## src/design/sakv_pkg.sv

```systemverilog
// Shared constants, request codes and controller/datapath interface types.
package sakv_pkg;

  // Default number of table slots.
  localparam int ENTRIES_DEF = 16;

  // Width of an index and of a stored value.
  localparam int DATA_W = 32;

  // Value returned by a read request whose index is absent.
  localparam logic signed [DATA_W-1:0] MISS_VALUE = '1;

  // Value returned by every set request.
  localparam logic signed [DATA_W-1:0] SET_VALUE = '0;

  // Request codes.
  localparam logic CMD_READ = 1'b0;
  localparam logic CMD_SET  = 1'b1;

  // Commands from the controller to the datapath.
  typedef struct packed {
    logic load_req;   // capture a new request and restart the scan
    logic scan_step;  // issue the next slot read and compare the previous one
    logic commit;     // update the table and load the output register
  } ctl_cmd_t;

  // Status from the datapath to the controller.
  typedef struct packed {
    logic issue_more; // slots remain to be read
    logic cmp_valid;  // a slot read is waiting to be compared
    logic cmp_hit;    // the waiting slot holds the requested index
    logic out_free;   // the output register can take a result this cycle
  } ctl_stat_t;

endpackage

```

## src/design/sparse_array_key_value_table.sv

```systemverilog
// Sparse array key/value table built from a controller and a scanning datapath.
// The table keeps up to ENTRIES index/value pairs in the order their indices were
// first written. Each request is searched against the used slots one slot per
// clock through a single read port on each slot memory. After it is accepted, a
// request holds in_stall high through its scan and commit; the next request is
// taken once in_stall falls, so only one request is in progress at a time. Its
// result appears on out_valid as in_stall falls. A finished result sits in an
// output register, so the next request is taken while that result waits to be
// collected. A result that is still stalled when the next request finishes its
// scan holds that request in its last cycle. A set of a new index into a full
// table is dropped and reported with table_full.
module sparse_array_key_value_table #(
  parameter int ENTRIES = sakv_pkg::ENTRIES_DEF
) (
  input  logic                                 clk,
  input  logic                                 rst_n,
  input  logic                                 in_valid,
  output logic                                 in_stall,
  input  logic                                 in_command,
  input  logic signed [sakv_pkg::DATA_W-1:0]   in_index,
  input  logic signed [sakv_pkg::DATA_W-1:0]   in_write_value,
  output logic                                 out_valid,
  input  logic                                 out_stall,
  output logic signed [sakv_pkg::DATA_W-1:0]   out_read_value,
  output logic                                 out_found,
  output logic                                 out_table_full
);
  import sakv_pkg::*;

  ctl_cmd_t  ctl_cmd;
  ctl_stat_t ctl_stat;

  // Request sequencing.
  sakv_controller u_controller (
    .clk      (clk),
    .rst_n    (rst_n),
    .in_valid (in_valid),
    .in_stall (in_stall),
    .stat_i   (ctl_stat),
    .cmd_o    (ctl_cmd)
  );

  // Storage, scan and result.
  sakv_datapath #(
    .ENTRIES (ENTRIES)
  ) u_datapath (
    .clk            (clk),
    .rst_n          (rst_n),
    .in_command     (in_command),
    .in_index       (in_index),
    .in_write_value (in_write_value),
    .cmd_i          (ctl_cmd),
    .stat_o         (ctl_stat),
    .out_valid      (out_valid),
    .out_stall      (out_stall),
    .out_read_value (out_read_value),
    .out_found      (out_found),
    .out_table_full (out_table_full)
  );

endmodule

```

## src/design/sakv_controller.sv

```systemverilog
// Controller state machine that sequences the capture, scan and commit of a request.
module sakv_controller (
  input  logic                 clk,
  input  logic                 rst_n,
  input  logic                 in_valid,
  output logic                 in_stall,
  input  sakv_pkg::ctl_stat_t  stat_i,
  output sakv_pkg::ctl_cmd_t   cmd_o
);
  import sakv_pkg::*;

  typedef enum logic [2:0] {
    S_IDLE   = 3'b001,
    S_SCAN   = 3'b010,
    S_FINISH = 3'b100
  } state_t;

  state_t state_r;
  state_t state_nxt;

  // A new request is taken only while no request is in progress.
  assign in_stall = (state_r != S_IDLE);

  // Next state and command decode.
  always_comb begin
    state_nxt = state_r;
    cmd_o     = '0;
    case (state_r)
      S_IDLE: begin
        if (in_valid) begin
          cmd_o.load_req = 1'b1;
          state_nxt      = S_SCAN;
        end
      end
      S_SCAN: begin
        cmd_o.scan_step = 1'b1;
        // Stop on a match, or once every used slot has been compared.
        if (stat_i.cmp_valid && stat_i.cmp_hit) begin
          state_nxt = S_FINISH;
        end else if (!stat_i.cmp_valid && !stat_i.issue_more) begin
          state_nxt = S_FINISH;
        end
      end
      S_FINISH: begin
        if (stat_i.out_free) begin
          cmd_o.commit = 1'b1;
          state_nxt    = S_IDLE;
        end
      end
      default: begin
        state_nxt = S_IDLE;
      end
    endcase
  end

  // State register.
  always_ff @(posedge clk) begin
    if (!rst_n) begin
      state_r <= S_IDLE;
    end else begin
      state_r <= state_nxt;
    end
  end

endmodule

```

## src/design/sakv_datapath.sv

```systemverilog
// Datapath: request registers, slot memories, scan pointer, fill count and output register.
module sakv_datapath #(
  parameter int ENTRIES = sakv_pkg::ENTRIES_DEF
) (
  input  logic                                 clk,
  input  logic                                 rst_n,
  input  logic                                 in_command,
  input  logic signed [sakv_pkg::DATA_W-1:0]   in_index,
  input  logic signed [sakv_pkg::DATA_W-1:0]   in_write_value,
  input  sakv_pkg::ctl_cmd_t                   cmd_i,
  output sakv_pkg::ctl_stat_t                  stat_o,
  output logic                                 out_valid,
  input  logic                                 out_stall,
  output logic signed [sakv_pkg::DATA_W-1:0]   out_read_value,
  output logic                                 out_found,
  output logic                                 out_table_full
);
  import sakv_pkg::*;

  localparam int IDX_W = (ENTRIES > 1) ? $clog2(ENTRIES) : 1;
  localparam int CNT_W = $clog2(ENTRIES + 1);
  localparam logic [CNT_W-1:0] FULL_COUNT = CNT_W'(ENTRIES);

  // Slot memories.
  logic [DATA_W-1:0] key_mem [ENTRIES];
  logic [DATA_W-1:0] data_mem [ENTRIES];

  // Captured request.
  logic              req_cmd_r;
  logic [DATA_W-1:0] req_key_r;
  logic [DATA_W-1:0] req_val_r;

  // Scan control.
  logic [CNT_W-1:0]  rd_idx_r, rd_idx_nxt;
  logic              rd_pend_r, rd_pend_nxt;
  logic [IDX_W-1:0]  cmp_idx_r;
  logic              hit_r, hit_nxt;
  logic [IDX_W-1:0]  hit_idx_r;
  logic [CNT_W-1:0]  used_count_r, used_count_nxt;

  // Registered memory read data.
  logic [DATA_W-1:0] key_q_r;
  logic [DATA_W-1:0] data_q_r;

  // Output register.
  logic              out_valid_r, out_valid_nxt;
  logic [DATA_W-1:0] out_value_r;
  logic              out_found_r;
  logic              out_full_r;

  logic              issue_more;
  logic              cmp_hit;
  logic              rd_en;
  logic [IDX_W-1:0]  rd_addr;
  logic              has_room;
  logic              append;
  logic              data_we;
  logic [IDX_W-1:0]  wr_addr;
  logic              out_free;

  // Status towards the controller.
  assign issue_more = (rd_idx_r < used_count_r);
  assign cmp_hit    = (key_q_r == req_key_r);
  assign out_free   = !out_valid_r || !out_stall;
  assign stat_o     = '{issue_more: issue_more, cmp_valid: rd_pend_r,
                        cmp_hit: cmp_hit, out_free: out_free};

  // A slot read is issued each scan cycle while used slots remain, until a match holds the read data.
  assign rd_en   = cmd_i.scan_step && issue_more && !(rd_pend_r && cmp_hit);
  assign rd_addr = rd_idx_r[IDX_W-1:0];

  // Table update at commit: overwrite a matching slot or append a new one.
  assign has_room = (used_count_r < FULL_COUNT);
  assign append   = cmd_i.commit && (req_cmd_r == CMD_SET) && !hit_r && has_room;
  assign data_we  = (cmd_i.commit && (req_cmd_r == CMD_SET) && hit_r) || append;
  assign wr_addr  = hit_r ? hit_idx_r : used_count_r[IDX_W-1:0];

  // Scan, fill count and output handshake next state.
  always_comb begin
    rd_idx_nxt     = rd_idx_r;
    rd_pend_nxt    = rd_pend_r;
    hit_nxt        = hit_r;
    used_count_nxt = used_count_r;
    out_valid_nxt  = out_valid_r;
    if (cmd_i.load_req) begin
      rd_idx_nxt  = '0;
      rd_pend_nxt = 1'b0;
      hit_nxt     = 1'b0;
    end else if (cmd_i.scan_step) begin
      if (rd_pend_r && cmp_hit) begin
        hit_nxt = 1'b1;
      end
      rd_pend_nxt = rd_en;
      if (rd_en) begin
        rd_idx_nxt = rd_idx_r + CNT_W'(1);
      end
    end
    if (append) begin
      used_count_nxt = used_count_r + CNT_W'(1);
    end
    if (out_valid_r && !out_stall) begin
      out_valid_nxt = 1'b0;
    end
    if (cmd_i.commit) begin
      out_valid_nxt = 1'b1;
    end
  end

  // Control registers.
  always_ff @(posedge clk) begin
    if (!rst_n) begin
      rd_idx_r     <= '0;
      rd_pend_r    <= 1'b0;
      hit_r        <= 1'b0;
      used_count_r <= '0;
      out_valid_r  <= 1'b0;
    end else begin
      rd_idx_r     <= rd_idx_nxt;
      rd_pend_r    <= rd_pend_nxt;
      hit_r        <= hit_nxt;
      used_count_r <= used_count_nxt;
      out_valid_r  <= out_valid_nxt;
    end
  end

  // Request capture and match position.
  always_ff @(posedge clk) begin
    if (cmd_i.load_req) begin
      req_cmd_r <= in_command;
      req_key_r <= in_index;
      req_val_r <= in_write_value;
    end
    if (rd_en) begin
      cmp_idx_r <= rd_addr;
    end
    if (cmd_i.scan_step && rd_pend_r && cmp_hit) begin
      hit_idx_r <= cmp_idx_r;
    end
  end

  // Index memory.
  always_ff @(posedge clk) begin
    if (append) begin
      key_mem[wr_addr] <= req_key_r;
    end
    if (rd_en) begin
      key_q_r <= key_mem[rd_addr];
    end
  end

  // Value memory.
  always_ff @(posedge clk) begin
    if (data_we) begin
      data_mem[wr_addr] <= req_val_r;
    end
    if (rd_en) begin
      data_q_r <= data_mem[rd_addr];
    end
  end

  // Result register.
  always_ff @(posedge clk) begin
    if (cmd_i.commit) begin
      if (req_cmd_r == CMD_READ) begin
        out_value_r <= hit_r ? data_q_r : MISS_VALUE;
        out_full_r  <= 1'b0;
      end else begin
        out_value_r <= SET_VALUE;
        out_full_r  <= !hit_r && !has_room;
      end
      out_found_r <= hit_r;
    end
  end

  assign out_valid      = out_valid_r;
  assign out_read_value = out_value_r;
  assign out_found      = out_found_r;
  assign out_table_full = out_full_r;

endmodule

```

## config.mk

```make
export PLATFORM = sky130hd
export DESIGN_NAME = sparse_array_key_value_table
export DESIGN_NICKNAME = d
export VERILOG_FILES = /design/src/design/sakv_pkg.sv /design/src/design/sparse_array_key_value_table.sv /design/src/design/sakv_controller.sv /design/src/design/sakv_datapath.sv
export SDC_FILE = /design/constraint.sdc
export NUM_CORES = 1
export LEC_CHECK = 0
export ABC_AREA = 1
export BUFFER_PORTS_ARGS = -buffer_cell sky130_fd_sc_hd__buf_2
export CAP_MARGIN = 10
export CORE_MARGIN = 4
export CORE_UTILIZATION = 56
export CTS_CLUSTER_SIZE = 10
export DETAILED_ROUTE_END_ITERATION = 6
export GPL_TIMING_DRIVEN = 0
export PLACE_DENSITY_LB_ADDON = 0.05
export SLEW_MARGIN = 10
export SYNTH_ARGS = -nofsm -noshare
export SYNTH_HDL_FRONTEND = slang
export SYNTH_HIERARCHICAL = 1
export SYNTH_SLANG_ARGS = --single-unit
export TNS_END_PERCENT = 10
```

## constraint.sdc

```tcl
create_clock -name clk -period 9 [get_ports clk]
set_input_delay 2.7 -clock clk [delete_from_list [all_inputs] [get_ports clk]]
set_output_delay 2.7 -clock clk [all_outputs]
set_load 0.05 [all_outputs]
```

==> impl_results.md, run 1 <==
- Status: completed
- Crit path required time: roughly 9.4 ns
- # Post-CTS Setup Buffers: 0
- Placed Area: 49,600 sq um
- Post-Layout Cell Count: 4,588
- Worst skew pair latency: between 0.7 and 0.8 ns
- Die height: just under 300 um
- Crit-path max cell delay: 0.85 ns
- FILL cells: between 5k and 6k
- Sequential share of the synthesized area: approximately 77%
- CP Buf/Inv Count: 7
- Tmin final: between 5 and 6 ns
- DRC: 0
- Area of the multi-input gates: 9550 sq um
- Ys async rst share: 0%
- Gr ovfl total: 0
- Die X: 297 um
- Core ar.: about 82,000 sq um
- Initial antenna violation count: 0
- Tcrit/Tclk final: between 60% and 70%
- Reg2reg setup slack: between 5 and 6 ns
- Worst slew margin: slightly above 20%
- IO Pins: about 110
- Final Hold Vio Count: 0
- Synthesized area: between 40,000 and 50,000 sq um
- Hold_ws: between 0.4 and 0.5 ns
- Worst Hold Class: register to register
- Cell chain of the critical path: buf_2 > nand2_1 > buf_4 > inv_1 > nor4_4 > nand2_1 > nor3_1 > inv_1 > buf_2 > buf_1 > nor2_4 > buf_16
- Crit path arrival time: around 5.9 ns
- GRT Total Usage: just under 30%
- Main synth FF type: edfxtp_1
- Worst-Margin Slew: between 1 and 1.5 ns
- TritonRoute pass-1 iters: 6
- ANT cells: 0
- Max Transition Viols Final: 0
- Via count: between 20k and 30k
- Crit start category: input pin
- Clock-pin slew on the worst setup and hold paths: about 0.050 ns
- First-pass GRT wire length: about 190,000 um
- Register area: approximately 36,000 sq um
- Resized cells post-CTS: 0
- Gate Count Post-Synth: between 3k and 4k
- Area grow syn2layout: 14.4%
- Crit. End Element: register
- ANT nets after route: 0
- Worst Reg-to-Reg Cells: 11
- Hold-fix buffers at CTS: 0
- Post-Place Cells: about 4.4k
- Count of endpoints failing setup in the final report: 0
- CTS Sinks: roughly 1.2k
- Critical path's top delay family: simple AND/OR/NAND/NOR gates
- CP Class: input pin to register
- Leak: approximately 17 nW
- Clock Root Buffer: clkbuf_16
- Hold EP: u_datapath/hit_idx_r[2]
- Warnings, synthesis: 6
- CTS Buffer Depth: 3
- Routability cong.: 0.851
- Mean routed wirelength per cell: 28.9 um
- Syn nets: roughly 3.3k
- Net count reported at finish: 3,556
- Worst clock skew: between 0.02 and 0.03 ns
- HPWL Detailed: around 85,000 um
- Die ar.: 88,100 sq um
- 1st-iter DRT viols: between 3k and 4k
- Worst reg2reg startpoint: u_datapath/out_valid
- Worst vdd ir: around 0.00018 V
- Fmax: 0.182 GHz
- Hold_sp: u_datapath/cmp_idx_r[2]
- PwrDens: ~220 nW/um^2
- CTS tree: done
- Starting Density: 56.7%
- Layout cells sized above 1: approximately 13%
- H-tree levels: 4
- Worst hold path cell count: 0
- Commonest non-fill, non-tap cell in the layout: edfxtp_1
- RSZ-0062 raised after global routing: false
- Design area: between 50,000 and 60,000 sq um
- Distinct cell type count of the synthesized netlist: 40
- EDFF count, synth: 1,195
- # Max-Cap Violations: 0
- Vias in the first global route: around 30k
- Layout Utilization: between 60% and 70%
- Final wirelength: 132,000 um
- FP Rows: approximately 110
- Crit-path max FO: 18
- #FFs+latches synth: approximately 1.2k
- DR vias/cell: about 6.3
- TritonCTS Buffers: 140
- Syn Area/Cell: between 10 and 15 sq um
- Port Buffers: 104
- Largest net degree at the start of global routing: 47
- Reg2reg end: u_datapath/key_mem[2][12]
- Commonest non-fill, non-tap cells in the layout: edfxtp_1 (1,195), nor2_1 (647), o21ai_0 (262)
- Slowest stage cell, crit path: nor2_4
[synth_stat cells (all sizes together), types with 16 or more instances]
library cell  count  area share, %
clkbuf          108           0.87
dfxtp            16           0.69
edfxtp         1195             77
o221ai          106            2.0
inv              51           0.42
nand3           118            1.3
nand2           217            1.7
mux2i           106            2.3
buf              99            1.4
nor2            688            5.6
xnor2            22           0.41
o32ai           150            2.8
o21ai           263            2.8
o211ai           22           0.35
[metrics by stage]
stage / power (mW) / setup WS (ns) / TNS, ns
detailed placement: 6.72 / 2.79 / 0
finish: 11.5 / 3.50 / 0
global placement: 6.70 / -2.80 / -2429.19
floorplan: 6.58 / 1.38 / 0
CTS: 11.6 / 3.54 / 0
global route: 11.8 / 3.25 / 0
[layer usage]
metal / vias to the layer above / global-route usage (%) / share of wire [%]
li1: 12561 / - / -
met1: 14664 / 38.7 / 38
met2: 1592 / 49.2 / 49
met3: 302 / 5.11 / 8.3
met4: 0 / 13.8 / 4.6
met5: - / 0 / 0
[final cells by class]
class,instances,area share (%)
Buffer,207,1.95
Clock buffer,163,6.77
Sequential cell,1211,67.7
Timing Repair Buffer,142,2.44
Multi-Input combinational cell,1727,17.9
Clock inverter,16,0.367
Tap cell,1070,2.50
Inverter,52,0.379
[worst max-delay path by stage]
stage | slack [ns] | end | startpoint | cells past startpoint
after floorplan | 1.38 | u_datapath/data_mem[15][0] | out_stall | 9
after global placement | -2.80 | u_datapath/data_mem[0][24] | out_stall | 7
after detailed placement | 2.79 | u_datapath/key_mem[13][4] | out_stall | 12
after CTS | 3.54 | u_datapath/key_mem[13][3] | out_stall | 12
after global routing | 3.25 | u_datapath/key_mem[2][12] | out_stall | 12
final | 3.50 | u_datapath/key_mem[2][12] | out_stall | 12
[registers in the layout (all words and copies together), names as in the netlist]
register,flops
u_datapath/hit_idx_r,4
u_datapath/out_table_full,1
u_datapath/used_count_r,5
u_datapath/cmp_idx_r,4
u_datapath/key_mem,512
u_controller/state_r,3
u_datapath/out_valid,1
u_datapath/out_found,1
u_datapath/req_key_r,32
u_datapath/key_q_r,32
u_datapath/hit_r,1
u_datapath/out_read_value,32
u_datapath/rd_pend_r,1
u_datapath/rd_idx_r,5
u_datapath/data_mem,512
u_datapath/data_q_r,32
u_datapath/req_cmd_r,1
u_datapath/req_val_r,32
[power by group]
part,total (mW),switching (mW),internal [mW]
logic,0.152,0.107,0.0451
registers,6.45,0.136,6.32
clock network,4.90,2.08,2.82
[kinds of logic after synthesis]
group	Yosys count	synth area share (%)
AOI/OAI and AO/OA	553	8.14
xor gates and xnor gates	24	0.450
adders and majority gates	6	0.161
DFF	1211	77.5
muxes	106	2.27
buffers and inverters	259	2.65
and+or+nand+nor	1038	8.85
(Power assumes the default switching activity.)
==> inputs of run 2 (changes only) <==
ABC_AREA = 0   (was 1)
CORE_UTILIZATION = 60   (was 56)
clock period = 5.2 ns   (was 9 ns; I/O delays follow)
==> run 2 against run 1 <==
Compared with the run above:
- non-clock buffer count fell by 91
- synthesized area fell by 2.8%
- sequential share of layout area rose by 0.62 points
- largest cell class unchanged
- largest power group unchanged
==> impl_results.md, run 2 <==
- Crit path required time: 5.60 ns (-3.81 ns)
- Commonest non-fill, non-tap cell in the layout: edfxtp_1
- Switch share: 19.3% (-0.84 points)
- PwrDens: 368 nW/um^2 (+71%)
- Via count: 20.9k (-28%)
- First-pass GRT wire length: 152,000 um (-20%)
- Routability cong.: 0.763 (-10%)
- EDFF count, synth: 1,195 (unchanged)
- Initial antenna violation count: 1 (+1)
- Pre-CTS setup slack: -0.163 ns (-2.95 ns)
- Main synth FF type: edfxtp_1
- GRT Total Usage: 26.7% (-2.9 points)
- Commonest non-fill, non-tap cells in the layout: edfxtp_1 (1,195), mux4_2 (317), clkbuf_16 (141)
- DR vias/cell: 6.56 (+3.3%)
- Ys async rst share: 0% (unchanged)
- Count leader, synth: edfxtp_1
- Hold_ws: 0.424 ns (+0.00192 ns)
- Die X: 283 um (-4.6%)
- Distinct cell type count of the synthesized netlist: 48 (+20%)
- Comb pwr share: 0.7% (-0.6 points)
- Reg2reg setup slack: 1.01 ns (-4.27 ns)
- Sw Pwr: 3.77 mW (+62%)
- Worst slew margin: 22.5% (+2.0 points)
- Worst Reg-to-Reg Cells: 8 (-3)
- Syn nets: 1,937 (-41%)
- Worst hold path cell count: 0 (unchanged)
- Gr ovfl total: 0 (unchanged)
- Design area: 53,000 sq um (-0.91%)
- Reg2reg end: u_datapath/key_mem[1][9]
- Port Buffers: 104 (unchanged)
- Count of endpoints failing setup in the final report: 0 (unchanged)
- Layout Utilization: 70.9% (+6.0 points)
- Crit-path max FO: 17 (-1)
- Clock-pin slew on the worst setup and hold paths: 0.05 ns (about the same)
- Hold EP: u_datapath/hit_idx_r[1]
- Core ar.: 74,700 sq um (-9.3%)
- H-tree levels: 4 (unchanged)
- CTS Sinks: 1,211 (unchanged)
- IO Pins: 105 (unchanged)
- Worst vdd ir: 0.000297 V (+66%)
- Worst reg2reg startpoint: u_controller/state_r[2]
- Slowest stage cell, crit path: nor2_4
- Area grow syn2layout: 16.6%
- Commonest cells post-synth: edfxtp_1 (1,195), mux4_2 (317), inv_1 (45)
- Final Hold Vio Count: 0 (unchanged)
- CTS tree: done
- Share of power burned in registers: 56.2% (about the same)
- Starting Density: 60.8% (+4.1 points)
- Layout cells sized above 1: 32.7% (+20 points)
- Largest net degree at the start of global routing: 46 (-2.1%)
- Hold_sp: u_datapath/cmp_idx_r[1]
- Die height: 283 um (-4.6%)
- Max Transition Viols Final: 0 (unchanged)
- Worst skew pair latency: 0.72 ns (about the same)
- Net count reported at finish: 2,250 (-37%)
- Largest cells by area after synthesis: edfxtp_1 (79%), mux4_2 (16%), dfxtp_1 (0.71%)
- Biggest area consumer among synthesized cells: edfxtp_1
- RSZ-0062 raised after global routing: false
- Status: completed
- # Max-Cap Violations: 0 (unchanged)
- Final wirelength: 104,000 um (-21%)
- Setup WS post-layout: 0.431 ns (-3.07 ns)
- DRC: 0 (unchanged)
- #FFs+latches synth: 1,211 (unchanged)
- Die ar.: 80,200 sq um (-9.0%)
- Critical path's top delay family: simple AND/OR/NAND/NOR gates
- Clock Root Buffer: clkbuf_16
- Design Power: 19.5 mW (+70%)
- Crit start category: input pin
- TritonCTS Buffers: 139 (-0.71%)
- Warnings, synthesis: 6 (unchanged)
- Resized cells post-CTS: 0 (unchanged)
- TritonRoute pass-1 iters: 5 (-1)
- Area share of the largest cell type after synthesis: 79.0% (+2.2 points)
- HPWL Detailed: 64,500 um (-24%)
- Hold-fix buffers at CTS: 0 (unchanged)
- Clock group share of total power: 43.2% (+0.6 points)
- Critical Path Most Common Cell: nand2_1
- CP Class: input pin to register
- Worst-Margin Slew: 1.16 ns (-0.0335 ns)
- Int Power: 15.7 mW (+71%)
- Sequential share of the synthesized area: 79.7% (+2.2 points)
- Syn Area/Cell: 24.4 sq um (+67%)
- Cell chain of the critical path: buf_2 > nand2_1 > buf_4 > nor4b_4 > buf_6 > nand2_1 > nor3_2 > nand2_1 > nor2_4 > buf_12
- Worst Hold Class: register to register
- Synthesized area: 45,400 sq um (-2.8%)
- Worst clock skew: 0.0208 ns (-0.00770 ns)
- ANT nets after route: 0 (unchanged)
- Crit-path max cell delay: 0.78 ns (-0.07 ns)
- Gate Count Post-Synth: 1,862 (-42%)
- Vias in the first global route: 22.1k (-24%)
- Crit. End Element: register
- Top Registers: u_datapath/data_mem: 512 flops, u_datapath/key_mem: 512 flops
- CTS Buffer Depth: 3 (unchanged)
- # Post-CTS Setup Buffers: 0 (unchanged)
- Mean routed wirelength per cell: 32.6 um (+13%)
- Crit path arrival time: 5.17 ns (-0.74 ns)
- FP Rows: 100 (-4.8%)
- CP Buf/Inv Count: 4 (-3)
- Leak: 16.4 nW (-4.1%)
- Tcrit/Tclk final: 91.7%
- Placed Area: 49,100 sq um (-0.99%)
- Tmin final: roughly 4.8 ns
- 1st-iter DRT viols: 2,900 (-15%)
- Fmax: ~0.21 GHz
-- run 2: changes by cell type in the layout (fill, tap and decap cells not counted), sizes merged, moves of 65 or more --
cell | previous run | this run
nor2 | 688 | 38
mux4 | 0 | 320
o21ai | 263 | 1
nand2 | 217 | 18
o32ai | 150 | 4
nand3 | 118 | 4
o221ai | 106 | 0
mux2i | 106 | 2
clkbuf | 271 | 206
-- run 2: stage by stage --
stage	instances	setup TNS, ns
3_5_place_dp	3002	-9.54
2_1_floorplan	1862	-272.48
3_3_place_gp	2935	-3877.97
4_1_cts	3183	0
6_report	3185	0
5_1_grt	3184	0
-- run 2: area by class of cell --
cell class	instances	area (sq um)
Sequential cell	1211	36200
Fill cell	4279	21700
Multi-Input combinational cell	520	8770
Clock buffer	167	3630
Timing Repair Buffer	172	2250
Tap cell	969	1210
Buffer	86	542
Clock inverter	14	181
Inverter	45	174
Antenna cell	1	2.50
-- run 2: cells by family (layout without fill, tap and decap cells) --
logic type	Yosys count	after routing	share of synthesized area [%]
XOR/XNOR	34	34	0.656
adder cells (fa/ha/maj)	6	6	0.165
other	0	1	0
AO/OA/AOI/OAI	62	62	0.835
multiplexers	322	322	15.9
buffers and inverters	131	484	1.56
AND/OR/NAND/NOR	96	96	1.11
flip-flops	1211	1211	79.7
-- run 2: metal layers --
metal | track usage (%) | vias up | part of all wire (%)
li1 | - | 8522 | -
met1 | 38.0 | 11179 | 39
met2 | 42.8 | 1014 | 49
met3 | 6.21 | 163 | 9.7
met4 | 7.55 | 2 | 2.2
met5 | 0 | - | 0.0067
-- run 2: how the worst max path moves through the flow --
stage                     slack [ns]  cells after the start      start                         to
after floorplan                -0.38                      7  out_stall  u_datapath/key_mem[15][0]
after global placement         -3.85                      8  out_stall   u_datapath/key_mem[5][9]
after detailed placement       -0.16                     10  out_stall  u_datapath/key_mem[1][24]
after CTS                       0.53                     10  out_stall   u_datapath/key_mem[1][9]
after global routing            0.38                     10  out_stall  u_datapath/key_mem[1][18]
final                           0.43                     10  out_stall   u_datapath/key_mem[1][9]
-- run 2: power by group through the flow --
stage          Sequential, mW  Clock, mW  Combinational [mW]
2_1_floorplan            11.1          0              0.0474
3_3_place_gp             11.1          0               0.126
3_5_place_dp             11.1          0               0.133
4_1_cts                  10.9       8.56               0.134
5_1_grt                  11.0       9.02               0.141
6_report                 11.0       8.42               0.132
-- run 2: worst register-to-register path: stages, from the launching register on --
cell	delay, ns
dfxtp_1	0.42
inv_1	0.13
nor4b_4	0.81
buf_6	0.26
nand2_1	0.12
nor3_2	0.60
nand2_1	0.47
nor2_4	0.78
buf_12	0.28
